==> src/design/tpsm_pkg.sv <==
// ----------------------------------------------------------------------------
// Turnout position and stall monitor package
// Shared types, codes and reset constants of the monitor.
// ----------------------------------------------------------------------------
package tpsm_pkg;

  localparam int unsigned TPSM_CHANNELS = 3;

  localparam int unsigned CFG_IDX_W  = 3;
  localparam int unsigned CFG_DATA_W = 16;
  localparam int unsigned TIME_W     = 32;
  localparam int unsigned PWM_W      = 16;
  localparam int unsigned LIMIT_W    = 17;
  localparam int unsigned CHAN_W     = 3;
  localparam int unsigned CONTACT_W  = 8;

  localparam logic [CFG_DATA_W-1:0] REPORT_PERIOD_RST = 16'd200;
  localparam logic [CFG_DATA_W-1:0] UNKNOWN_LIMIT_RST = 16'd800;
  localparam logic [CFG_DATA_W-1:0] MIN_TRAVEL_RST    = 16'd200;
  localparam logic [CFG_DATA_W-1:0] MAX_TRAVEL_RST    = 16'd1500;
  localparam logic [CFG_DATA_W-1:0] MARGIN_RST        = 16'd200;

  typedef enum logic [CFG_IDX_W-1:0] {
    CFG_REPORT_PERIOD = 3'd0,
    CFG_UNKNOWN_LIMIT = 3'd1,
    CFG_MIN_TRAVEL    = 3'd2,
    CFG_MAX_TRAVEL    = 3'd3,
    CFG_MARGIN        = 3'd4
  } cfg_idx_e;

  typedef enum logic {
    CMD_TICK = 1'b0,
    CMD_MOVE = 1'b1
  } cmd_e;

  typedef enum logic [1:0] {
    POS_STRAIGHT = 2'd0,
    POS_DIVERTED = 2'd1,
    POS_UNDET    = 2'd2,
    POS_INCONS   = 2'd3
  } pos_e;

  typedef enum logic [1:0] {
    STAT_OK      = 2'd0,
    STAT_BLOCKED = 2'd1,
    STAT_ERROR   = 2'd2
  } status_e;

  typedef enum logic {
    ALU_ADD = 1'b0,
    ALU_SUB = 1'b1
  } alu_op_e;

  typedef enum logic [3:0] {
    S_IDLE,
    S_INC,
    S_EL_SUB,
    S_EL_CMP,
    S_RP_SUB,
    S_RP_CMP,
    S_UPD,
    S_EMIT,
    S_MV_SUB,
    S_MV_NEG,
    S_MV_MIN,
    S_MV_MAX,
    S_MV_ADD
  } state_e;

  typedef struct packed {
    alu_op_e           op;
    logic [TIME_W-1:0] a;
    logic [TIME_W-1:0] b;
  } alu_req_t;

  typedef struct packed {
    logic [TIME_W-1:0] res;
    logic              borrow;
  } alu_rsp_t;

endpackage

==> src/design/tpsm_if.sv <==
// ----------------------------------------------------------------------------
// Turnout position and stall monitor channels
// Valid/ready interfaces for input words and report words.
// ----------------------------------------------------------------------------
interface tpsm_in_if;
  logic        valid;
  logic        ready;
  logic        cmd;
  logic [7:0]  straight_pressed;
  logic [7:0]  diverted_pressed;
  logic [2:0]  channel;
  logic [15:0] current_pwm;
  logic [15:0] target_pwm;

  modport source (
    output valid, cmd, straight_pressed, diverted_pressed, channel, current_pwm,
           target_pwm,
    input  ready
  );
  modport sink (
    input  valid, cmd, straight_pressed, diverted_pressed, channel, current_pwm,
           target_pwm,
    output ready
  );
endinterface

interface tpsm_out_if;
  logic       valid;
  logic       ready;
  logic [2:0] report_channel;
  logic [1:0] position;
  logic [1:0] status;
  logic       last;

  modport source (
    output valid, report_channel, position, status, last,
    input  ready
  );
  modport sink (
    input  valid, report_channel, position, status, last,
    output ready
  );
endinterface

==> src/design/tpsm_alu.sv <==
// ----------------------------------------------------------------------------
// Turnout position and stall monitor shared arithmetic unit
// One 32-bit adder/subtractor with borrow, used by every arithmetic step of the sequencer.
// ----------------------------------------------------------------------------
module tpsm_alu (
  input  tpsm_pkg::alu_req_t req_i,
  output tpsm_pkg::alu_rsp_t rsp_o
);
  import tpsm_pkg::*;

  logic              sub;
  logic [TIME_W:0]   sum;
  logic [TIME_W-1:0] b_inv;

  assign sub   = (req_i.op == ALU_SUB);
  assign b_inv = req_i.b ^ {TIME_W{sub}};
  assign sum   = {1'b0, req_i.a} + {1'b0, b_inv} + {{TIME_W{1'b0}}, sub};

  assign rsp_o.res    = sum[TIME_W-1:0];
  assign rsp_o.borrow = sub & ~sum[TIME_W];

endmodule

==> src/design/turnout_position_stall_monitor_core.sv <==
// ----------------------------------------------------------------------------
// Turnout position and stall monitor
// Decodes limit contacts, times point movements and issues report words.
// ----------------------------------------------------------------------------
//  Channel  Dir  Word
//  in_i     in   cmd, contact bits, channel, current and target pulse width
//  out_o    out  report channel, position, status, last
//  cfg      in   write enable, register index, 16-bit data
//
//  A tick holds off the next input word until every channel has been checked
//  and its report words loaded, also while a report word waits on out_o.ready;
//  the shared adder makes the steps run one after another.
//  A movement start runs the subtract, negate, minimum, maximum and add steps,
//  or none when a pulse width is zero or the channel is out of range. Reset is
//  asynchronous and resets the control and settings registers, not the data ones.
module turnout_position_stall_monitor_core #(
  parameter int unsigned CHANNELS = tpsm_pkg::TPSM_CHANNELS
) (
  input  logic                             clk_i,
  input  logic                             rst_ni,
  tpsm_in_if.sink                          in_i,
  tpsm_out_if.source                       out_o,
  input  logic                             cfg_we_i,
  input  logic [tpsm_pkg::CFG_IDX_W-1:0]   cfg_idx_i,
  input  logic [tpsm_pkg::CFG_DATA_W-1:0]  cfg_data_i
);
  import tpsm_pkg::*;

  localparam int unsigned CH_IDX_W = (CHANNELS > 1) ? $clog2(CHANNELS) : 1;
  localparam logic [CH_IDX_W-1:0] LAST_CH = CH_IDX_W'(CHANNELS - 1);

  logic [CFG_DATA_W-1:0] period_q, unknown_q, min_q, max_q, margin_q;

  state_e state_q, state_d;

  logic [TIME_W-1:0]     now_q;
  logic [TIME_W-1:0]     move_start_q [CHANNELS];
  logic [LIMIT_W-1:0]    move_limit_q [CHANNELS];
  logic [CHANNELS-1:0]   moving_q;
  logic [CHANNELS-1:0]   rep_valid_q;
  pos_e                  rep_pos_q    [CHANNELS];
  status_e               rep_stat_q   [CHANNELS];
  logic [TIME_W-1:0]     rep_time_q   [CHANNELS];
  logic [CHANNELS-1:0]   emit_q;
  logic [CH_IDX_W-1:0]   ch_q;
  logic [CH_IDX_W-1:0]   mv_ch_q;

  logic [TIME_W-1:0]     acc_q;
  logic [PWM_W-1:0]      trav_q;
  logic                  brw_q;
  logic                  blocked_q;
  logic                  periodic_q;
  logic [CONTACT_W-1:0]  sp_q, dp_q;
  logic [PWM_W-1:0]      cur_q, tgt_q;

  logic                  out_vld_q;
  logic [CHAN_W-1:0]     out_ch_q;
  pos_e                  out_pos_q;
  status_e               out_stat_q;
  logic                  out_last_q;

  alu_req_t alu_req;
  alu_rsp_t alu_rsp;

  logic    in_fire, in_move, in_rng, pwm_zero, slot_free, emit_fire, emit_adv;
  logic    hi_pend, changed;
  logic [CHAN_W-1:0] ch_sel;
  pos_e    pos;
  status_e stat;

  tpsm_alu u_alu (
    .req_i (alu_req),
    .rsp_o (alu_rsp)
  );

  assign in_i.ready = (state_q == S_IDLE);
  assign in_fire    = in_i.valid & in_i.ready;
  assign in_move    = (cmd_e'(in_i.cmd) == CMD_MOVE);
  assign in_rng     = ({1'b0, in_i.channel} < (CHAN_W + 1)'(CHANNELS));
  assign pwm_zero   = (in_i.current_pwm == '0) | (in_i.target_pwm == '0);
  assign ch_sel     = CHAN_W'(ch_q);

  assign slot_free  = ~out_vld_q | out_o.ready;
  assign emit_fire  = (state_q == S_EMIT) & emit_q[ch_q] & slot_free;
  assign emit_adv   = (state_q == S_EMIT) & (~emit_q[ch_q] | slot_free);

  always_comb begin
    hi_pend = 1'b0;
    for (int i = 0; i < CHANNELS; i++) begin
      if (CH_IDX_W'(i) > ch_q) begin
        hi_pend = hi_pend | emit_q[i];
      end
    end
  end

  always_comb begin
    unique case ({sp_q[ch_sel], dp_q[ch_sel]})
      2'b10:   pos = POS_STRAIGHT;
      2'b01:   pos = POS_DIVERTED;
      2'b00:   pos = POS_UNDET;
      default: pos = POS_INCONS;
    endcase
    if (pos == POS_UNDET || pos == POS_INCONS) begin
      stat = STAT_ERROR;
    end else if (moving_q[ch_q] && blocked_q) begin
      stat = STAT_BLOCKED;
    end else begin
      stat = STAT_OK;
    end
    changed = ~rep_valid_q[ch_q] | (pos != rep_pos_q[ch_q]) | (stat != rep_stat_q[ch_q]);
  end

  always_comb begin
    state_d = state_q;
    unique case (state_q)
      S_IDLE: begin
        if (in_fire) begin
          if (!in_move) begin
            state_d = S_INC;
          end else if (in_rng && !pwm_zero) begin
            state_d = S_MV_SUB;
          end
        end
      end
      S_INC:    state_d = S_EL_SUB;
      S_EL_SUB: state_d = S_EL_CMP;
      S_EL_CMP: state_d = S_RP_SUB;
      S_RP_SUB: state_d = S_RP_CMP;
      S_RP_CMP: state_d = S_UPD;
      S_UPD:    state_d = (ch_q == LAST_CH) ? S_EMIT : S_EL_SUB;
      S_EMIT: begin
        if (emit_adv && ch_q == LAST_CH) begin
          state_d = S_IDLE;
        end
      end
      S_MV_SUB: state_d = S_MV_NEG;
      S_MV_NEG: state_d = S_MV_MIN;
      S_MV_MIN: state_d = S_MV_MAX;
      S_MV_MAX: state_d = S_MV_ADD;
      S_MV_ADD: state_d = S_IDLE;
      default:  state_d = S_IDLE;
    endcase
  end

  always_comb begin
    alu_req.op = ALU_SUB;
    alu_req.a  = '0;
    alu_req.b  = '0;
    unique case (state_q)
      S_INC: begin
        alu_req.op = ALU_ADD;
        alu_req.a  = now_q;
        alu_req.b  = TIME_W'(1);
      end
      S_EL_SUB: begin
        alu_req.a = now_q;
        alu_req.b = move_start_q[ch_q];
      end
      S_EL_CMP: begin
        alu_req.a = TIME_W'(move_limit_q[ch_q]);
        alu_req.b = acc_q;
      end
      S_RP_SUB: begin
        alu_req.a = now_q;
        alu_req.b = rep_time_q[ch_q];
      end
      S_RP_CMP: begin
        alu_req.a = acc_q;
        alu_req.b = TIME_W'(period_q);
      end
      S_MV_SUB: begin
        alu_req.a = TIME_W'(cur_q);
        alu_req.b = TIME_W'(tgt_q);
      end
      S_MV_NEG: begin
        alu_req.a = TIME_W'(tgt_q);
        alu_req.b = TIME_W'(cur_q);
      end
      S_MV_MIN: begin
        alu_req.a = TIME_W'(trav_q);
        alu_req.b = TIME_W'(min_q);
      end
      S_MV_MAX: begin
        alu_req.a = TIME_W'(max_q);
        alu_req.b = TIME_W'(trav_q);
      end
      S_MV_ADD: begin
        alu_req.op = ALU_ADD;
        alu_req.a  = TIME_W'(trav_q);
        alu_req.b  = TIME_W'(margin_q);
      end
      default: begin
        alu_req.op = ALU_SUB;
      end
    endcase
  end

  always_ff @(posedge clk_i or negedge rst_ni) begin
    if (!rst_ni) begin
      period_q  <= REPORT_PERIOD_RST;
      unknown_q <= UNKNOWN_LIMIT_RST;
      min_q     <= MIN_TRAVEL_RST;
      max_q     <= MAX_TRAVEL_RST;
      margin_q  <= MARGIN_RST;
    end else if (cfg_we_i) begin
      unique case (cfg_idx_i)
        CFG_REPORT_PERIOD: period_q  <= cfg_data_i;
        CFG_UNKNOWN_LIMIT: unknown_q <= cfg_data_i;
        CFG_MIN_TRAVEL:    min_q     <= cfg_data_i;
        CFG_MAX_TRAVEL:    max_q     <= cfg_data_i;
        CFG_MARGIN:        margin_q  <= cfg_data_i;
        default:           period_q  <= period_q;
      endcase
    end
  end

  always_ff @(posedge clk_i or negedge rst_ni) begin
    if (!rst_ni) begin
      state_q     <= S_IDLE;
      now_q       <= '0;
      moving_q    <= '0;
      rep_valid_q <= '0;
      emit_q      <= '0;
      ch_q        <= '0;
      mv_ch_q     <= '0;
      out_vld_q   <= 1'b0;
      for (int i = 0; i < CHANNELS; i++) begin
        move_start_q[i] <= '0;
        move_limit_q[i] <= '0;
        rep_pos_q[i]    <= POS_STRAIGHT;
        rep_stat_q[i]   <= STAT_OK;
        rep_time_q[i]   <= '0;
      end
    end else begin
      state_q <= state_d;
      if (emit_fire) begin
        out_vld_q <= 1'b1;
      end else if (out_o.ready) begin
        out_vld_q <= 1'b0;
      end
      unique case (state_q)
        S_IDLE: begin
          if (in_fire && in_move && in_rng) begin
            mv_ch_q <= in_i.channel[CH_IDX_W-1:0];
            if (pwm_zero) begin
              moving_q[in_i.channel[CH_IDX_W-1:0]]     <= 1'b1;
              move_start_q[in_i.channel[CH_IDX_W-1:0]] <= now_q;
              move_limit_q[in_i.channel[CH_IDX_W-1:0]] <= LIMIT_W'(unknown_q);
            end
          end
        end
        S_INC: begin
          now_q  <= alu_rsp.res;
          emit_q <= '0;
          ch_q   <= '0;
        end
        S_UPD: begin
          if (pos != POS_UNDET && pos != POS_INCONS && stat == STAT_OK) begin
            moving_q[ch_q] <= 1'b0;
          end
          if (changed || periodic_q) begin
            emit_q[ch_q]      <= 1'b1;
            rep_valid_q[ch_q] <= 1'b1;
            rep_pos_q[ch_q]   <= pos;
            rep_stat_q[ch_q]  <= stat;
            rep_time_q[ch_q]  <= now_q;
          end
          ch_q <= (ch_q == LAST_CH) ? '0 : ch_q + 1'b1;
        end
        S_EMIT: begin
          if (emit_adv) begin
            ch_q <= (ch_q == LAST_CH) ? '0 : ch_q + 1'b1;
          end
        end
        S_MV_ADD: begin
          moving_q[mv_ch_q]     <= 1'b1;
          move_start_q[mv_ch_q] <= now_q;
          move_limit_q[mv_ch_q] <= alu_rsp.res[LIMIT_W-1:0];
        end
        default: begin
          ch_q <= ch_q;
        end
      endcase
    end
  end

  always_ff @(posedge clk_i) begin
    if (in_fire) begin
      sp_q  <= in_i.straight_pressed;
      dp_q  <= in_i.diverted_pressed;
      cur_q <= in_i.current_pwm;
      tgt_q <= in_i.target_pwm;
    end
    unique case (state_q)
      S_EL_SUB: acc_q      <= alu_rsp.res;
      S_EL_CMP: blocked_q  <= alu_rsp.borrow;
      S_RP_SUB: acc_q      <= alu_rsp.res;
      S_RP_CMP: periodic_q <= ~alu_rsp.borrow;
      S_MV_SUB: begin
        acc_q <= alu_rsp.res;
        brw_q <= alu_rsp.borrow;
      end
      S_MV_NEG: trav_q <= brw_q ? alu_rsp.res[PWM_W:1] : acc_q[PWM_W:1];
      S_MV_MIN: begin
        if (alu_rsp.borrow) begin
          trav_q <= min_q;
        end
      end
      S_MV_MAX: begin
        if (alu_rsp.borrow) begin
          trav_q <= max_q;
        end
      end
      default: begin
        brw_q <= brw_q;
      end
    endcase
    if (emit_fire) begin
      out_ch_q   <= ch_sel;
      out_pos_q  <= rep_pos_q[ch_q];
      out_stat_q <= rep_stat_q[ch_q];
      out_last_q <= ~hi_pend;
    end
  end

  assign out_o.valid          = out_vld_q;
  assign out_o.report_channel = out_ch_q;
  assign out_o.position       = out_pos_q;
  assign out_o.status         = out_stat_q;
  assign out_o.last           = out_last_q;

endmodule

==> src/flat_wrapper.sv <==
// flat-port wrapper written by rule: the top's interface ports become plain ports
module turnout_position_stall_monitor_core_flat import tpsm_pkg::*;
#(
  parameter int unsigned CHANNELS = tpsm_pkg::TPSM_CHANNELS
)
  (clk_i, rst_ni, cfg_we_i, cfg_idx_i, cfg_data_i, in_i_valid, in_i_cmd, in_i_straight_pressed, in_i_diverted_pressed, in_i_channel, in_i_current_pwm, in_i_target_pwm, in_i_ready, out_o_valid, out_o_report_channel, out_o_position, out_o_status, out_o_last, out_o_ready);
  tpsm_in_if in_i_i ();
  tpsm_out_if out_o_i ();
  input  logic clk_i;
  input  logic rst_ni;
  input  logic cfg_we_i;
  input  logic [tpsm_pkg::CFG_IDX_W-1:0] cfg_idx_i;
  input  logic [tpsm_pkg::CFG_DATA_W-1:0] cfg_data_i;
  input wire logic [$bits(in_i_i.valid)-1:0] in_i_valid;
  input wire logic [$bits(in_i_i.cmd)-1:0] in_i_cmd;
  input wire logic [$bits(in_i_i.straight_pressed)-1:0] in_i_straight_pressed;
  input wire logic [$bits(in_i_i.diverted_pressed)-1:0] in_i_diverted_pressed;
  input wire logic [$bits(in_i_i.channel)-1:0] in_i_channel;
  input wire logic [$bits(in_i_i.current_pwm)-1:0] in_i_current_pwm;
  input wire logic [$bits(in_i_i.target_pwm)-1:0] in_i_target_pwm;
  output wire logic [$bits(in_i_i.ready)-1:0] in_i_ready;
  output wire logic [$bits(out_o_i.valid)-1:0] out_o_valid;
  output wire logic [$bits(out_o_i.report_channel)-1:0] out_o_report_channel;
  output wire logic [$bits(out_o_i.position)-1:0] out_o_position;
  output wire logic [$bits(out_o_i.status)-1:0] out_o_status;
  output wire logic [$bits(out_o_i.last)-1:0] out_o_last;
  input wire logic [$bits(out_o_i.ready)-1:0] out_o_ready;
  assign in_i_i.valid = in_i_valid;
  assign in_i_i.cmd = in_i_cmd;
  assign in_i_i.straight_pressed = in_i_straight_pressed;
  assign in_i_i.diverted_pressed = in_i_diverted_pressed;
  assign in_i_i.channel = in_i_channel;
  assign in_i_i.current_pwm = in_i_current_pwm;
  assign in_i_i.target_pwm = in_i_target_pwm;
  assign in_i_ready = in_i_i.ready;
  assign out_o_valid = out_o_i.valid;
  assign out_o_report_channel = out_o_i.report_channel;
  assign out_o_position = out_o_i.position;
  assign out_o_status = out_o_i.status;
  assign out_o_last = out_o_i.last;
  assign out_o_i.ready = out_o_ready;
  turnout_position_stall_monitor_core #(.CHANNELS(CHANNELS)) u_core (.clk_i(clk_i), .rst_ni(rst_ni), .in_i(in_i_i), .out_o(out_o_i), .cfg_we_i(cfg_we_i), .cfg_idx_i(cfg_idx_i), .cfg_data_i(cfg_data_i));
endmodule
==> config.mk <==
export PLATFORM = sky130hd
export DESIGN_NAME = turnout_position_stall_monitor_core_flat
export DESIGN_NICKNAME = d
export VERILOG_FILES = /design/src/design/tpsm_pkg.sv /design/src/design/tpsm_if.sv /design/src/design/tpsm_alu.sv /design/src/design/turnout_position_stall_monitor_core.sv /design/src/flat_wrapper.sv
export SDC_FILE = /design/constraint.sdc
export NUM_CORES = 1
export LEC_CHECK = 0
export ABC_AREA = 0
export BUFFER_PORTS_ARGS = -buffer_cell sky130_fd_sc_hd__buf_2
export CORE_MARGIN = 1.5
export CORE_UTILIZATION = 55
export CTS_BUF_LIST = sky130_fd_sc_hd__clkbuf_8 sky130_fd_sc_hd__clkbuf_16
export CTS_CLUSTER_SIZE = 40
export DETAILED_ROUTE_END_ITERATION = 7
export GPL_TIMING_DRIVEN = 0
export PLACE_DENSITY = 0.75
export SYNTH_ARGS = -nofsm -noshare
export SYNTH_HDL_FRONTEND = slang
export SYNTH_HIERARCHICAL = 1
export SYNTH_SLANG_ARGS = --single-unit
==> constraint.sdc <==
create_clock -name clk_i -period 9.4 [get_ports clk_i]
set_clock_uncertainty 0.15 [all_clocks]
set_input_delay 1.41 -clock clk_i [delete_from_list [all_inputs] [get_ports clk_i]]
set_output_delay 1.41 -clock clk_i [all_outputs]
set_load 0.05 [all_outputs]
### After elaboration in Yosys (flattened, before gate mapping)

Cells that the tools add are included.

* flip-flop bits (word level): 483
* bits of input ports: 76
* output and inout bits: 10

* add/sub/neg operators: 3
* order comparisons: 17
* equality and inequality tests: 35
* mux-type cells: 85
* bitwise gates (word level): 28
* reduce and logical (&&, ||, !) cells: 43

Operator list (count)
* $pmux W64 S10: 1
* $bwmux W96: 3
* $mux W32: 7
* $demux W32 S2: 3
* $mux W96: 2
* $pmux W96 S2: 1
* $bmux W32 S2: 2
* $bwmux W51: 2
* $mux W51: 2
* $pmux W51 S2: 1
* $demux W17 S2: 2
* $mux W17: 4
* $mux W16: 3
* $pmux W16 S3: 1
* $pmux W4 S12: 1
* $bmux W17 S2: 1
* $add A32 B32 Y33: 1
* $add A33 B1 Y33: 1
* $logic_not A16 Y1: 2
* $xor A32 B32 Y32: 1
* $eq A4 B4 Y1 const B: 5
* $reduce_and A2 Y1: 9
* $eq A4 B3 Y1 const B: 4
* $mux W2: 8
* other kinds (50): 144

### Logic depth before layout (Yosys ltp)

* word-level depth: 12
* mapped depth: 20
* depth with buffers taken out: 16

### Hierarchy

Netlist, hierarchy kept.

By module, submodules not included
* turnout_position_stall_monitor_core: times used 1, cells an instance 1832, area an instance 22233.8 sq um, sequential area each 12600.8 sq um
* tpsm_alu: times used 1, cells an instance 313, area an instance 2225.9 sq um, sequential area each 0.0 sq um

### Least setup slack after synthesis

OpenSTA, ideal clock, no wires.

* kind: reg2reg
* start point: register u_core.ch_q[1]
* end point: register u_core.trav_q[0] (enable)
* setup time: 394 ps
* data arrival time: 4853 ps
* required time: 8856 ps
* slack: 4002 ps
* stages on the path, launching flop included: 20
* path buffers: 5
* cell sequence: dfrtp_1 > buf_2 > buf_2 > buf_1 > clkbuf_1 > mux2i_1 > o21ai_0 > a22oi_1 > nand2_1 > xor2_1 > ha_1 > buf_2 > a21o_1 > o21bai_1 > a21o_1 > a221oi_2 > o211ai_1 > a21oi_1 > nand2_1 > a21oi_1

RTL lines
* start: declaration: line turnout_position_stall_monitor_core.sv:45 `logic [CH_IDX_W-1:0] ch_q;`
* start signal: assignment: line turnout_position_stall_monitor_core.sv:268 `ch_q <= (ch_q == LAST_CH) ? '0 : ch_q + 1'b1;`
* start signal: assignment: line turnout_position_stall_monitor_core.sv:272 `ch_q <= (ch_q == LAST_CH) ? '0 : ch_q + 1'b1;`
* start signal: assignment: line turnout_position_stall_monitor_core.sv:281 `ch_q <= ch_q;`
* end signal: assignment: line turnout_position_stall_monitor_core.sv:303 `S_MV_NEG: trav_q <= brw_q ? alu_rsp.res[PWM_W:1] : acc_q[PWM_W:1];`
* end signal: assignment: line turnout_position_stall_monitor_core.sv:306 `trav_q <= min_q;`
* end signal: assignment: line turnout_position_stall_monitor_core.sv:311 `trav_q <= max_q;`
* end: declaration: line turnout_position_stall_monitor_core.sv:49 `logic [PWM_W-1:0] trav_q;`

==> out/metrics.cfg <==
[finish]
nNetsFinal=2387
final_cell_count_no_fill=2915
fillers=3522
area_growth_syn_to_layout_pct=12.38
drive_gt1_share_pct=21.49

[clock_network]
clock_sinks=483
cts_tree=done
path_clk_slew_ns=0.06
cts_hold_buffers=0
cts-root-buf=clkbuf_16
cts_made_buffers=51
clock_latency_ns=0.61
post_cts_buffers=0
post_cts_resized=0
clock_path_buffers=3
htree_levels=2

[yosys]
synthCells=2145
syn_area_sq_mm=0.02446
synth.avg_cell_area_sq_um=11.40
synth_edf_count=98
synth_largest_area_cell=dfrtp_1
yosys.area.top_type_share_pct=37.44
seq_area_frac_synth_pct=51.52
yosysUniqueCellTypes=77
synth-seq-cells=483
synthMostInstantiatedCell=dfrtp_1
ys_async_sr_fraction_pct=79.71
synth_common_cells=366 x dfrtp_1, 313 x nand2_1, 235 x mux2_2, 156 x o21ai_0, 125 x a22oi_1
yosysWarnings=6
synth.area.top_cells=dfrtp_1 37%, edfxtp_1 12%, mux2_2 11%
syn_nets=2253
ys.flop_type=dfrtp_1

[floorplanning]
rows=77
die_w_microns=213.9
start_util_pct=55.55
ios=86
fp.dieH_microns=213.9
core_sq_mm=0.04403
dieArea_sq_mm=0.04575

[sta]
fmax_mhz=128.5
worst_pin_slew_ns=1.448
maxSlewHeadroom_pct=3.275
final_max_slew_viol_count=0
grt_setup_unrepaired=no
setup_violations=0
hold_viol=0
whs_ns=0.3030
fin_crit_sh_pct=82.77
finalCriticalPeriod_ns=7.780

[grt]
grt_antenna_before_repair=0
grt_pass1_vias=19060
grt_usage_pct=35.60
grt-ovfl-total=0
grt_first_pass_wirelength_microns=119600
grt_max_degree=126

[critical_path]
crit_required_ns=9.55
cp_common_cell=clkbuf_1
arrival_ns=7.93
cp_max_fo=13
crit_chain=nor2_1, and3_1, clkbuf_1, clkbuf_1, clkbuf_1, nor2_1, buf_2, buf_1, xor2_1, ha_1, a21oi_1, nand2b_1, nand4b_1, a21oi_2, o211ai_1, a21oi_1, nand2_1, a21oi_2, buf_8
critPathLaunchType=register
max_stage_delay_ns=0.78
r2r_slack_ns=1.62
worst-path-buf-inv=6
worst-setup-path-type=reg2reg
crit_family=buffers and inverters
cpMaxStageDelayCell=clkbuf_1
endpoint_kind=register

[outcome]
status=complete, no violations

[place]
dp.cells=2818
gp_congestion=1.070
hpwl_microns=57830
port-buffer-count=76

[route]
drt_wl_total_microns=79040
vias=18830
vias_per_cell=6.461
drt.antenna.violating_nets=0
wl_per_cell_microns=27.11
dr.pass1.iters=8
drtIter0Drc=2434
drc=0

[job]
maxCapViolations=0

[hold_path]
holdCritPathClass=reg2reg

## logic make-up after synthesis
logic type | synth area share, %
compound gates | 14.14
buf+inv | 2.941
mux | 18.35
other cells | 0.01533
flops | 51.52
xor+xnor | 2.215
fa+ha+maj | 1.668
simple gates | 9.146
## final timing paths
check	startpoint	endpoint	cells after the start
max	u_core/state_q[0]	u_core/trav_q[10]	19
min	u_core/ch_q[1]	u_core/out_o.report_channel[1]	0
max reg2reg	u_core/state_q[0]	u_core/trav_q[10]	19
min reg2reg	u_core/ch_q[1]	u_core/out_o.report_channel[1]	0
max in group asynchronous	rst_ni	u_core/margin_q[10]	3
min in group asynchronous	rst_ni	u_core/rep_stat_q[5]	1
## final cells by class
cell class / count / area, sq um / area share, %
Antenna cell: 1 / 2.502 / 0.009104
Timing Repair Buffer: 81 / 515.5 / 1.875
Buffer: 154 / 663.1 / 2.412
Clock inverter: 30 / 251.5 / 0.9149
Multi-Input combinational cell: 1493 / 11150 / 40.57
Inverter: 15 / 56.30 / 0.2048
Clock buffer: 66 / 1505 / 5.476
Tap cell: 592 / 740.7 / 2.695
Sequential cell: 483 / 12600 / 45.84
## stage by stage
stage / worst slack [ns] / TNS [ns] / cell area (sq um) / util, %
floorplan: 4.002 / 0 / 24460 / -
global placement: -0.5784 / -181.49 / 25580 / 58.10
detailed placement: 1.973 / 0 / 25730 / 58.44
CTS: 1.899 / 0 / 27490 / 62.43
global route: 1.493 / 0 / 27490 / 62.43
finish: 1.620 / 0 / 27490 / 62.43
## flip-flops by register name (all words and copies together), names as in the netlist, 3 cells and up
register and cells:
u_core/acc_q 32, u_core/cur_q 16, u_core/dp_q 4, u_core/emit_q 3, u_core/margin_q 16, u_core/max_q 16
u_core/min_q 16, u_core/move_limit_q 51, u_core/move_start_q 96, u_core/moving_q 3, u_core/now_q 32, u_core/period_q 16
u_core/rep_pos_q 6, u_core/rep_stat_q 6, u_core/rep_time_q 96, u_core/rep_valid_q 3, u_core/sp_q 4, u_core/state_q 4
u_core/tgt_q 16, u_core/trav_q 16, u_core/unknown_q 16
## worst register-to-register path, cell delays in order, from the launching register on
cell and delay [ns]:
dfrtp_1 0.39, nor2_1 0.51, and3_1 0.31, clkbuf_1 0.22
clkbuf_1 0.56, clkbuf_1 0.79, nor2_1 0.10, buf_2 0.22
buf_1 0.51, xor2_1 0.34, ha_1 0.42, a21oi_1 0.50
nand2b_1 0.28, nand4b_1 0.14, a21oi_2 0.40, o211ai_1 0.18
a21oi_1 0.68, nand2_1 0.18, a21oi_2 0.35, buf_8 0.23
## cell usage in the layout (no fill, tap or decap), types with 11 or more instances in the layout
| master | instances |
|---|---|
| a211oi_1 | 19 |
| a21o_1 | 14 |
| a21oi_1 | 51 |
| a221oi_1 | 20 |
| a222oi_1 | 12 |
| a22o_1 | 40 |
| a22oi_1 | 125 |
| buf_1 | 16 |
| buf_2 | 86 |
| clkbuf_1 | 114 |
| clkbuf_16 | 53 |
| clkbuf_8 | 13 |
| dfrtp_1 | 366 |
| dfstp_2 | 19 |
| edfxtp_1 | 98 |
| ha_1 | 31 |
| inv_1 | 26 |
| mux2_1 | 18 |
| mux2_2 | 235 |
| mux2_4 | 36 |
| mux2i_1 | 104 |
| nand2_1 | 313 |
| nand2b_1 | 11 |
| nand3_1 | 30 |
| nand4_1 | 26 |
| nor2_1 | 31 |
| nor2b_1 | 23 |
| nor3_1 | 20 |
| nor4_1 | 12 |
| o21ai_0 | 156 |
| xnor2_1 | 16 |
| xor2_1 | 44 |
## layer usage
layer	up-vias	part of all wire, %	global-route usage, %
li1	8206	-	-
met1	9391	40	46.62
met2	1024	46	56.18
met3	213	8.4	6.708
met4	0	5.5	19.38
met5	-	0	0
Power is left out: the tool's default activity adds up to more than one toggle a clock period on the data nets, which glitch-free logic cannot reach.
